### config.mk
export PLATFORM = sky130hd
export DESIGN_NAME = gzip_header_parser
export DESIGN_NICKNAME = d
export VERILOG_FILES = /design/src/hdl/gzhp_pkg.sv /design/src/hdl/gzhp_step.sv /design/src/hdl/gzip_header_parser.sv
export SDC_FILE = /design/constraint.sdc
export NUM_CORES = 1
export LEC_CHECK = 0
export ABC_AREA = 0
export BUFFER_PORTS_ARGS = -buffer_cell sky130_fd_sc_hd__buf_4
export CAP_MARGIN = 20
export CORE_MARGIN = 10
export CORE_UTILIZATION = 54
export CTS_CLUSTER_DIAMETER = 80
export DETAILED_ROUTE_END_ITERATION = 8
export MAX_ROUTING_LAYER = met4
export PLACE_DENSITY = 0.86
export REMOVE_ABC_BUFFERS = 1
export SLEW_MARGIN = 10
export SYNTH_ARGS = -nofsm -noshare
export SYNTH_HDL_FRONTEND = slang
export SYNTH_SLANG_ARGS = --single-unit
### constraint.sdc
create_clock -name i_clk -period 2.6 [get_ports i_clk]
set_clock_uncertainty 0.1 [all_clocks]
set_input_delay 0.26 -clock i_clk [delete_from_list [all_inputs] [get_ports i_clk]]
set_output_delay 0.26 -clock i_clk [all_outputs]
set_load 0.01 [all_outputs]
### src/hdl/gzhp_pkg.sv
// ----------------------------------------------------------------------------
// gzhp_pkg
// Shared types and constants for the gzip member header parser.
// ----------------------------------------------------------------------------
package gzhp_pkg;

    // Default cap on file name bytes passed out
    localparam int NAME_LIMIT_DEF = 1024;

    // Header bytes and flag masks (RFC 1952)
    localparam logic [7:0] MAGIC1_BYTE  = 8'h1f;
    localparam logic [7:0] MAGIC2_BYTE  = 8'h8b;
    localparam logic [7:0] METHOD_BYTE  = 8'h08;
    localparam logic [7:0] FLG_RSVD     = 8'hE0;
    localparam logic [7:0] FLG_EXTRA    = 8'h04;
    localparam logic [7:0] FLG_NAME     = 8'h08;
    localparam logic [7:0] FLG_COMMENT  = 8'h10;
    localparam logic [7:0] FLG_HCRC     = 8'h02;
    localparam logic [15:0] FIXED_SKIP  = 16'd6;
    localparam logic [15:0] HCRC_LEN    = 16'd2;

    // Per-word status codes
    localparam logic [2:0] ST_HEADER  = 3'd0;
    localparam logic [2:0] ST_DONE    = 3'd1;
    localparam logic [2:0] ST_BAD     = 3'd2;
    localparam logic [2:0] ST_TRUNC   = 3'd3;
    localparam logic [2:0] ST_PAYLOAD = 3'd4;

    typedef enum logic [3:0] {
        PH_MAGIC1  = 4'd0,
        PH_MAGIC2  = 4'd1,
        PH_METHOD  = 4'd2,
        PH_FLAGS   = 4'd3,
        PH_SKIP6   = 4'd4,
        PH_XLEN_LO = 4'd5,
        PH_XLEN_HI = 4'd6,
        PH_EXTRA   = 4'd7,
        PH_NAME    = 4'd8,
        PH_COMMENT = 4'd9,
        PH_CRC     = 4'd10,
        PH_PAYLOAD = 4'd11,
        PH_BAD     = 4'd12,
        PH_TRUNC   = 4'd13
    } t_phase;

    // Parser state apart from the name counter
    typedef struct packed {
        t_phase      phase;
        logic [15:0] skip_count;
        logic [7:0]  flag_bits;
    } t_state;

    typedef struct packed {
        logic [7:0] data_byte;
        logic       end_of_input;
    } t_in;

    typedef struct packed {
        logic [2:0] status;
        logic       name_valid;
        logic [7:0] name_char;
        logic [7:0] payload_byte;
        logic [7:0] header_flags;
    } t_out;

endpackage

### src/hdl/gzhp_step.sv
// ----------------------------------------------------------------------------
// gzhp_step
// Combinational header parse of one byte: next state and the result word.
// ----------------------------------------------------------------------------
module gzhp_step #(
    parameter int NAME_LIMIT = gzhp_pkg::NAME_LIMIT_DEF,
    parameter int NAME_W     = $clog2(NAME_LIMIT + 1)
) (
    input  gzhp_pkg::t_state      i_state,
    input  logic [NAME_W-1:0]     i_name_len,
    input  gzhp_pkg::t_in         i_in,
    output gzhp_pkg::t_state      o_state,
    output logic [NAME_W-1:0]     o_name_len,
    output gzhp_pkg::t_out        o_out
);
    import gzhp_pkg::*;

    // First flagged section at or after 'from'
    function automatic t_phase f_enter(input t_phase from, input logic [7:0] flags);
        t_phase ph;
        if (from <= PH_XLEN_LO && (flags & FLG_EXTRA) != 8'd0) begin
            ph = PH_XLEN_LO;
        end else if (from <= PH_NAME && (flags & FLG_NAME) != 8'd0) begin
            ph = PH_NAME;
        end else if (from <= PH_COMMENT && (flags & FLG_COMMENT) != 8'd0) begin
            ph = PH_COMMENT;
        end else if (from <= PH_CRC && (flags & FLG_HCRC) != 8'd0) begin
            ph = PH_CRC;
        end else begin
            ph = PH_PAYLOAD;
        end
        return ph;
    endfunction

    logic [7:0]  b;
    logic [15:0] skip_dec;
    logic [15:0] xlen;
    t_phase      ent_from;
    logic        do_enter;
    t_phase      ent_ph;

    assign b        = i_in.data_byte;
    assign skip_dec = i_state.skip_count - 16'd1;
    assign xlen     = {b, i_state.skip_count[7:0]};

    always_comb begin
        o_state            = i_state;
        o_name_len         = i_name_len;
        o_out              = '0;
        o_out.status       = ST_HEADER;
        ent_from           = PH_PAYLOAD;
        do_enter           = 1'b0;
        ent_ph             = PH_PAYLOAD;

        if (i_state.phase == PH_BAD) begin
            o_out.status = ST_BAD;
        end else if (i_state.phase == PH_TRUNC) begin
            o_out.status = ST_TRUNC;
        end else if (i_state.phase == PH_PAYLOAD) begin
            if (i_in.end_of_input) begin
                o_out.status = ST_DONE;
            end else begin
                o_out.status       = ST_PAYLOAD;
                o_out.payload_byte = b;
            end
        end else if (i_in.end_of_input) begin
            // input ended inside the header
            o_state.phase = PH_TRUNC;
            o_out.status  = ST_TRUNC;
        end else begin
            case (i_state.phase)
                PH_MAGIC1: begin
                    if (b == MAGIC1_BYTE) begin
                        o_state.phase = PH_MAGIC2;
                    end else begin
                        o_state.phase = PH_BAD;
                        o_out.status  = ST_BAD;
                    end
                end
                PH_MAGIC2: begin
                    if (b == MAGIC2_BYTE) begin
                        o_state.phase = PH_METHOD;
                    end else begin
                        o_state.phase = PH_BAD;
                        o_out.status  = ST_BAD;
                    end
                end
                PH_METHOD: begin
                    if (b == METHOD_BYTE) begin
                        o_state.phase = PH_FLAGS;
                    end else begin
                        o_state.phase = PH_BAD;
                        o_out.status  = ST_BAD;
                    end
                end
                PH_FLAGS: begin
                    o_state.flag_bits = b;
                    if ((b & FLG_RSVD) != 8'd0) begin
                        o_state.phase = PH_BAD;
                        o_out.status  = ST_BAD;
                    end else begin
                        o_state.phase      = PH_SKIP6;
                        o_state.skip_count = FIXED_SKIP;
                    end
                end
                PH_SKIP6: begin
                    o_state.skip_count = skip_dec;
                    ent_from           = PH_XLEN_LO;
                    do_enter           = (skip_dec == 16'd0);
                end
                PH_XLEN_LO: begin
                    o_state.skip_count = {8'd0, b};
                    o_state.phase      = PH_XLEN_HI;
                end
                PH_XLEN_HI: begin
                    o_state.skip_count = xlen;
                    ent_from           = PH_NAME;
                    if (xlen == 16'd0) begin
                        do_enter = 1'b1;
                    end else begin
                        o_state.phase = PH_EXTRA;
                    end
                end
                PH_EXTRA: begin
                    o_state.skip_count = skip_dec;
                    ent_from           = PH_NAME;
                    do_enter           = (skip_dec == 16'd0);
                end
                PH_NAME: begin
                    ent_from = PH_COMMENT;
                    if (b == 8'd0) begin
                        do_enter = 1'b1;
                    end else if (i_name_len < NAME_W'(NAME_LIMIT)) begin
                        // pass the name byte, beyond the cap it is dropped
                        o_out.name_valid = 1'b1;
                        o_out.name_char  = b;
                        o_name_len       = i_name_len + NAME_W'(1);
                    end
                end
                PH_COMMENT: begin
                    ent_from = PH_CRC;
                    do_enter = (b == 8'd0);
                end
                PH_CRC: begin
                    o_state.skip_count = skip_dec;
                    ent_from           = PH_PAYLOAD;
                    do_enter           = (skip_dec == 16'd0);
                end
                default: begin
                    o_state.phase = PH_BAD;
                    o_out.status  = ST_BAD;
                end
            endcase

            // move on to the next flagged section
            ent_ph = f_enter(ent_from, i_state.flag_bits);
            if (do_enter) begin
                o_state.phase = ent_ph;
                if (ent_ph == PH_CRC) begin
                    o_state.skip_count = HCRC_LEN;
                end
                o_out.status = (ent_ph == PH_PAYLOAD) ? ST_DONE : ST_HEADER;
            end
        end

        o_out.header_flags = o_state.flag_bits;
    end

endmodule

### src/hdl/gzip_header_parser.sv
// ----------------------------------------------------------------------------
// gzip_header_parser
// Checks and walks a gzip member header one byte per word, passes the file
// name out and forwards every byte after the header as payload.
// ----------------------------------------------------------------------------
//  Channel  Direction  Handshake                 Word
//  in       input      i_in_valid / o_in_ready   t_in  (data_byte, end_of_input)
//  out      output     o_out_valid / i_out_ready t_out (status, name, payload, flags)
//
//  One input word per clock while the skid register is empty; its result
//  word is registered. All parsing of a byte is a single combinational
//  pass from the state registers, so the header state loop sets the rate.
//  A two-entry output (result register plus skid register) keeps input
//  taken while a result waits; input stalls only when both are full.
//  Synchronous active-low reset returns the parser to the first magic byte.
// ----------------------------------------------------------------------------
module gzip_header_parser #(
    parameter int NAME_LIMIT = gzhp_pkg::NAME_LIMIT_DEF
) (
    input  logic           i_clk,
    input  logic           i_rst_n,
    input  logic           i_in_valid,
    output logic           o_in_ready,
    input  gzhp_pkg::t_in  i_in,
    output logic           o_out_valid,
    input  logic           i_out_ready,
    output gzhp_pkg::t_out o_out
);
    import gzhp_pkg::*;

    localparam int NAME_W = $clog2(NAME_LIMIT + 1);

    t_state            r_state, n_state;
    logic [NAME_W-1:0] r_name_len, n_name_len;
    t_out              res;
    t_out              r_out, r_skid;
    logic              r_out_valid, n_out_valid;
    logic              r_skid_valid, n_skid_valid;
    logic              in_fire;
    logic              out_free;

    gzhp_step #(
        .NAME_LIMIT (NAME_LIMIT),
        .NAME_W     (NAME_W)
    ) u_step (
        .i_state    (r_state),
        .i_name_len (r_name_len),
        .i_in       (i_in),
        .o_state    (n_state),
        .o_name_len (n_name_len),
        .o_out      (res)
    );

    assign o_in_ready  = !r_skid_valid;
    assign in_fire     = i_in_valid && o_in_ready;
    assign out_free    = !r_out_valid || i_out_ready;
    assign o_out_valid = r_out_valid;
    assign o_out       = r_out;

    // Parser state advances on each accepted word
    always_ff @(posedge i_clk) begin
        if (!i_rst_n) begin
            r_state.phase      <= PH_MAGIC1;
            r_state.skip_count <= '0;
            r_state.flag_bits  <= '0;
            r_name_len         <= '0;
        end else if (in_fire) begin
            r_state    <= n_state;
            r_name_len <= n_name_len;
        end
    end

    // Output / skid occupancy
    always_comb begin
        n_out_valid  = r_out_valid;
        n_skid_valid = r_skid_valid;
        if (out_free) begin
            if (r_skid_valid) begin
                n_out_valid  = 1'b1;
                n_skid_valid = 1'b0;
            end else begin
                n_out_valid = in_fire;
            end
        end else if (in_fire) begin
            n_skid_valid = 1'b1;
        end
    end

    always_ff @(posedge i_clk) begin
        if (!i_rst_n) begin
            r_out_valid  <= 1'b0;
            r_skid_valid <= 1'b0;
        end else begin
            r_out_valid  <= n_out_valid;
            r_skid_valid <= n_skid_valid;
        end
    end

    // Result words, no reset needed
    always_ff @(posedge i_clk) begin
        if (out_free) begin
            if (r_skid_valid) begin
                r_out <= r_skid;
            end else if (in_fire) begin
                r_out <= res;
            end
        end else if (in_fire) begin
            r_skid <= res;
        end
    end

    // Skid only fills behind a held result
    a_skid_behind_out: assert property (@(posedge i_clk) disable iff (!i_rst_n)
        r_skid_valid |-> r_out_valid)
        else $error("skid word without output word");

    // Bad header is sticky
    a_bad_sticky: assert property (@(posedge i_clk) disable iff (!i_rst_n)
        r_state.phase == PH_BAD |=> r_state.phase == PH_BAD)
        else $error("left bad header state");

    // Truncation is sticky
    a_trunc_sticky: assert property (@(posedge i_clk) disable iff (!i_rst_n)
        r_state.phase == PH_TRUNC |=> r_state.phase == PH_TRUNC)
        else $error("left truncated state");

    // Name counter stays within the cap
    a_name_cap: assert property (@(posedge i_clk) disable iff (!i_rst_n)
        r_name_len <= NAME_W'(NAME_LIMIT))
        else $error("name count over limit");

    // A payload word never carries a name byte
    a_payload_no_name: assert property (@(posedge i_clk) disable iff (!i_rst_n)
        (r_out_valid && r_out.status == ST_PAYLOAD) |-> !r_out.name_valid)
        else $error("name byte on payload word");

endmodule

## Word-level counts from Yosys, hierarchy flattened

Cells that the tools add are included.

- Add/subtract/negate cells: 2
- Magnitude comparators: 5
- Equality and inequality tests: 20
- Muxes and demuxes: 60
- Bitwise gates (word level): 7
- Reductions and logical operators: 24

Operators by type and width:

| cell | number |
|---|---|
| $mux W4 | 17 |
| $pmux W16 S4 | 1 |
| $mux W28 | 2 |
| $mux W8 | 7 |
| $mux W9 | 5 |
| $mux W17 | 2 |
| $eq A4 B4 Y1 const B | 8 |
| $logic_not A16 Y1 | 2 |
| $mux W16 | 2 |
| $pmux W4 S7 | 1 |
| $mux W20 | 1 |
| $mux W3 | 6 |
| $eq A4 B3 Y1 const B | 4 |
| $pmux W4 S4 | 1 |
| $sub A16 B1 Y16 const B | 1 |
| $pmux W3 S5 | 1 |
| $le A4 B4 Y1 const B | 3 |
| $add A11 B1 Y11 const B | 1 |
| $lt A11 B11 Y1 const B | 1 |
| $mux W1 | 9 |
| $eq A4 B2 Y1 const B | 2 |
| $eq A8 B4 Y1 const B | 1 |
| $eq A8 B5 Y1 const B | 1 |
| $eq A8 B8 Y1 const B | 1 |
| 22 further kinds | 38 |

- Flip-flop bits (word level): 97
- Output and inout bits: 30

## Longest topological paths before layout

- Word-level depth: 26
- Depth in mapped cells: 11
- Gate-level depth less buffers: 9

## Modules after synthesis

A second synthesis with hierarchy kept.

- Cells, all modules: 594
- Area, all modules: 5739.3 µm²

By module, submodules not included:

| module | instances | cells an instance | area an instance (µm²) | seq. area each (µm²) |
|---|---|---|---|---|
| gzip_header_parser | 1 | 267 | 3651.0 | 2502.4 |
| gzhp_step | 1 | 327 | 2088.3 | 0.0 |

## Least setup slack after synthesis

OpenSTA, ideal clock, no wires.

- Path type: register to register
- From: register r_state[9] (netlist name)
- To: register r_state[27] (netlist name)
- Library setup time: 0.119 ns
- Arrival time: 2.623 ns
- Required time: 2.381 ns
- Setup slack: -0.242 ns
- Stages on the path, launching flop included: 11
- Buffers on the path: 1
- Clock period less this slack: 2.842 ns
- Cells stage by stage: dfxtp_1 > clkbuf_1 > inv_1 > ha_1 > nor3b_1 > and4b_1 > o21a_1 > or4_1 > a21o_1 > and2_4 > o221a_1

- Word-level cells in the longest chain between the ends: 9

RTL lines:

| item | RTL line | RTL |
|---|---|---|
| start, declared | gzip_header_parser.sv:33 | `t_state r_state, n_state;` |
| start signal, assigned | gzip_header_parser.sv:68 | `r_state <= n_state;` |
| $sub A16 B1 Y16 or $logic_not A16 Y1 (tied branches) | gzhp_step.sv:43, gzhp_step.sv:118 |  |
| $logic_not A16 Y1 or $mux W1 (tied branches) | -- |  |
| $pmux W1 S4 | gzhp_step.sv:71 | `case (i_state.phase)` |
| $mux W1 | gzhp_step.sv:66 | `end else if (i_in.end_of_input) begin` |
| $mux W1 | gzhp_step.sv:59 | `end else if (i_state.phase == PH_PAYLOAD) begin` |
| $mux W1 | gzhp_step.sv:57 | `end else if (i_state.phase == PH_TRUNC) begin` |
| $mux W1 | gzhp_step.sv:55 | `if (i_state.phase == PH_BAD) begin` |
| $ne A4 B4 Y1 (no source line) (tied with other cells) | -- |  |
| $reduce_and A6 Y1 (no source line) or $mux W4 (tied branches) | -- |  |

Parallel ways exist; a longest one is shown, timed or not. The select of a mux whose other input is x is not followed.
A chain may end at the register's enable or synchronous reset.

## Worst setup path in the final report

- From: register r_state[15] (netlist name)
- To: register r_state[24] (netlist name)

The elaborated chain is that of the path after synthesis.

==> metrics.md <==
| Metric | Value |
|---|---|
| Status | `finished, violations left` |
| Violated checks | `negative setup slack` |
| Hold/Removal Path Class | `primary input to flop` |
| Worst r2r src | `r_state[15]` |
| Vias in the first global route | `roughly 4400` |
| Hold_ws | `0.117 ns` |
| Synth cell types | `76` |
| Slew @ Worst Pin | `0.596 ns` |
| Critical path capture point type | `flop` |
| Post-synth EDFFs | `56` |
| WS Path Type | `flop to flop` |
| Ant. Diodes | `0` |
| Vias per cell | `slightly above 6` |
| Layout area overhead | `19.3%` |
| Simple-gate share of the synthesized area | `between 20% and 30%` |
| Clock root buffer | `clkbuf_8` |
| Logic gate share of total power | `approximately a quarter` |
| Pint | `0.00270 W` |
| Grt ovf | `0` |
| Area share of the leading cell type in the synthesized netlist | `a little under a third` |
| Adder-Cell Fraction of Synth Area | `less than 1%` |
| Commonest cells post-synth | `edfxtp_1, nand2_1, nor2_1, dfxtp_1, mux2_2` |
| Hold Fails Final Rpt | `0` |
| CP peak stage delay | `roughly 0.46 ns` |
| Largest net degree at the start of global routing | `34` |
| Rows | `36` |
| Top post-synthesis cells by area | `edfxtp_1, dfxtp_1, mux2_2` |
| Synth Area in XOR/XNOR | `between 1 and 1.5%` |
| Worst hold start | `i_in_valid` |
| Crit-path slowest cell | `dfxtp_1` |
| Min cycle time layout | `2.62 ns` |
| Synth area leader | `edfxtp_1` |
| Worst VDD drop | `approximately 0.00024 V` |
| Yosys Warn Count | `0` |
| Max Cap Viol | `0` |
| Worst setup SP type | `flop` |
| RSZ-0062 raised after global routing | `true` |
| Register area share after synthesis | `between 40% and 50%` |
| Highest Clock Rate | `approximately 0.38 GHz` |
| Reg2reg setup slack | `-0.02 ns` |
| Share of layout cells above drive strength 1 | `~29%` |
| IO Port Bufs | `42` |
| Final worst slack | `-0.0197 ns` |
| Switching pwr | `approximately 0.0011 W` |
| Drt total wl | `between 10000 and 15000 um` |
| Die Span Y | `119 um` |
| HPWL Detailed | `10200 um` |
| # nets final | `~610` |
| H-tree Lvls | `3` |
| Initial antenna violation count | `0` |
| Sequential group share of total power | `a little under half` |
| Clk network pwr share | `between 30% and 40%` |
| Setup Viol. Count Final | `1` |
| Mux cell area share after synthesis | `8.83%` |
| Flops & latches, synth | `97` |
| DR pass1 iterations | `5` |
| Dpl ws | `-0.0337 ns` |
| CP dominant cell by count | `nor2_1` |
| Post-synthesis async set-or-reset flop share | `0%` |
| CP Cell Sequence | `nor2_1, nand4_2, xnor2_1, nor2_1, a31oi_4, mux2_4, o221a_1` |
| Overall Global Routing Usage | `about a fifth` |
| Post-Syn Area | `5310 um2` |
| Core Region | `9680 um2` |
| Die area | `approximately 14000 um2` |
| CTS buffer count | `9` |
| DRC viols | `0` |
| TritonCTS clock tree | `yes` |
| Remaining antenna violation count after routing | `0` |
| Chip Width | `between 100 and 150 um` |
| Pwr Density | `about 600 nW/um2` |
| CP arrival | `between 2 and 3 ns` |
| Clock slew at reported path FFs | `roughly 0.090 ns` |
| Max-slew headroom | `approximately 60%` |
| DRT iter0 DRCs | `~500` |
| Critical Path RT | `between 2 and 3 ns` |
| Worst skew pair latency | `roughly 0.37 ns` |
| Hold buffers post-CTS | `0` |
| Post-synthesis compound-gate area fraction | `about 16%` |
| Leak | `roughly 2.4 nW` |
| CP max FO | `12` |
| Sw Share | `a little under 30%` |
| First-pass GRT wire length | `between 20000 and 25000 um` |
| WL per Instance | `a little under 20 um` |
| Initial core utilization | `54.8%` |
| Largest family of logic cells by synthesized area | `simple AND/OR/NAND/NOR gates` |
| CP Launch Point | `r_state[15]` |
| Routed vias | `approximately 4500` |
| CTS sink count | `a little under 100` |
| Clk buf depth | `2` |
| Final period utilization | `101%` |
| Final Slew Violations | `0` |
| Syn Inst Count | `~530` |
| Top_reg_cell synth | `edfxtp_1` |
| IO Count | `43` |
| Final Wtd Congestion | `approximately 1` |
| Syn avg cell area | `between 10 and 15 um2` |
registers in the layout (all words and copies together), names as in the netlist:
name and flops:
r_state 28, r_skid_valid 1, o_out_valid 1, o_out 28
r_skid 28, r_name_len 11
path summary, 6_finish.rpt:
check | end | cells past startpoint
min | o_out_valid | 3
max reg2reg | r_state[24] | 7
max | r_state[24] | 7
min reg2reg | r_name_len[10] | 1
power by group through the flow:
stage / Combinational, W / Sequential (W) / Clock, W
finish: 0.000898 / 0.00177 / 0.00114
floorplan: 0.000467 / 0.00182 / 0
detailed placement: 0.000832 / 0.00180 / 0
global route: 0.000973 / 0.00177 / 0.00121
global placement: 0.000816 / 0.00179 / 0
CTS: 0.000862 / 0.00176 / 0.00115
critical path: cells and delay by family, from the launching register on:
family	cells	cell delay (ns)
flip-flops	1	0.46
XOR/XNOR	1	0.33
AO/OA/AOI/OAI	2	0.54
multiplexers	1	0.34
AND/OR/NAND/NOR	3	0.73
metal layers:
metal / share of wire [%] / global-route usage, % / vias up
li1: - / - / 2106
met1: 43 / 23.9 / 2200
met2: 49 / 32.8 / 165
met3: 5.8 / 3.87 / 32
met4: 2.6 / 8.85 / 0
met5: 0 / - / -
metrics by stage:
step | power [W] | TNS, ns | area (um2) | utilization (%) | instances
2_1_floorplan | 0.00228 | -19.42 | 5150 | - | 495
3_3_place_gp | 0.00261 | 0 | 5970 | 61.6 | 714
3_5_place_dp | 0.00263 | -0.177 | 5970 | 61.6 | 714
4_1_cts | 0.00377 | -0.0104 | 6240 | 64.5 | 730
5_1_grt | 0.00395 | -1.24 | 6340 | 65.4 | 735
6_report | 0.00381 | -0.0197 | 6340 | 65.4 | 735
kinds of logic (layout without fill, tap and decap cells):
logic type,count (synthesis),after routing
xor+xnor,9,9
mux,42,42
flops,97,97
simple gates,214,214
buf+inv,44,117
compound gates,120,120
fa+ha+maj,3,3
repair_timing:
action,CTS,global route
gates cloned,0,0
hold endpoints to repair,0,0
pin swaps,1,10
resized for setup,7,18
endpoints found under the setup margin,14,20
setup buffers,0,5
cell type report:
cell class	count	area [um2]
well taps	133	166
clock inverters	5	82.6
multi-input cells	388	2690
clock buffers	11	153
repair buffers	91	702
fillers	756	3350
flip-flops and latches	97	2510
inverters	10	37.5
layout by cell type (no fill, tap or decap), types with 4 or more instances in the layout:
master,Yosys,final
and3_1,6,6
inv_1,9,9
a21o_1,4,4
dfxtp_2,0,4
o211ai_1,8,8
nand4_1,7,7
nor3b_1,10,9
a221oi_1,4,4
a31oi_1,5,5
edfxtp_1,56,56
nand2b_1,7,7
buf_4,1,87
o21ai_0,27,26
o21ai_1,8,9
nand2_1,56,56
mux2i_1,6,5
a21boi_0,6,6
a21oi_1,14,14
nor4_2,1,4
xnor2_1,6,5
nor2_1,42,39
and2_1,23,23
nand3_1,6,5
o31ai_1,4,4
or3_1,7,7
o21a_1,4,4
mux2_2,35,34
o22a_1,4,4
nor3_1,11,10
nor2b_1,9,8
clkbuf_8,0,9
dfxtp_1,41,37
(Power assumes the default switching activity.)
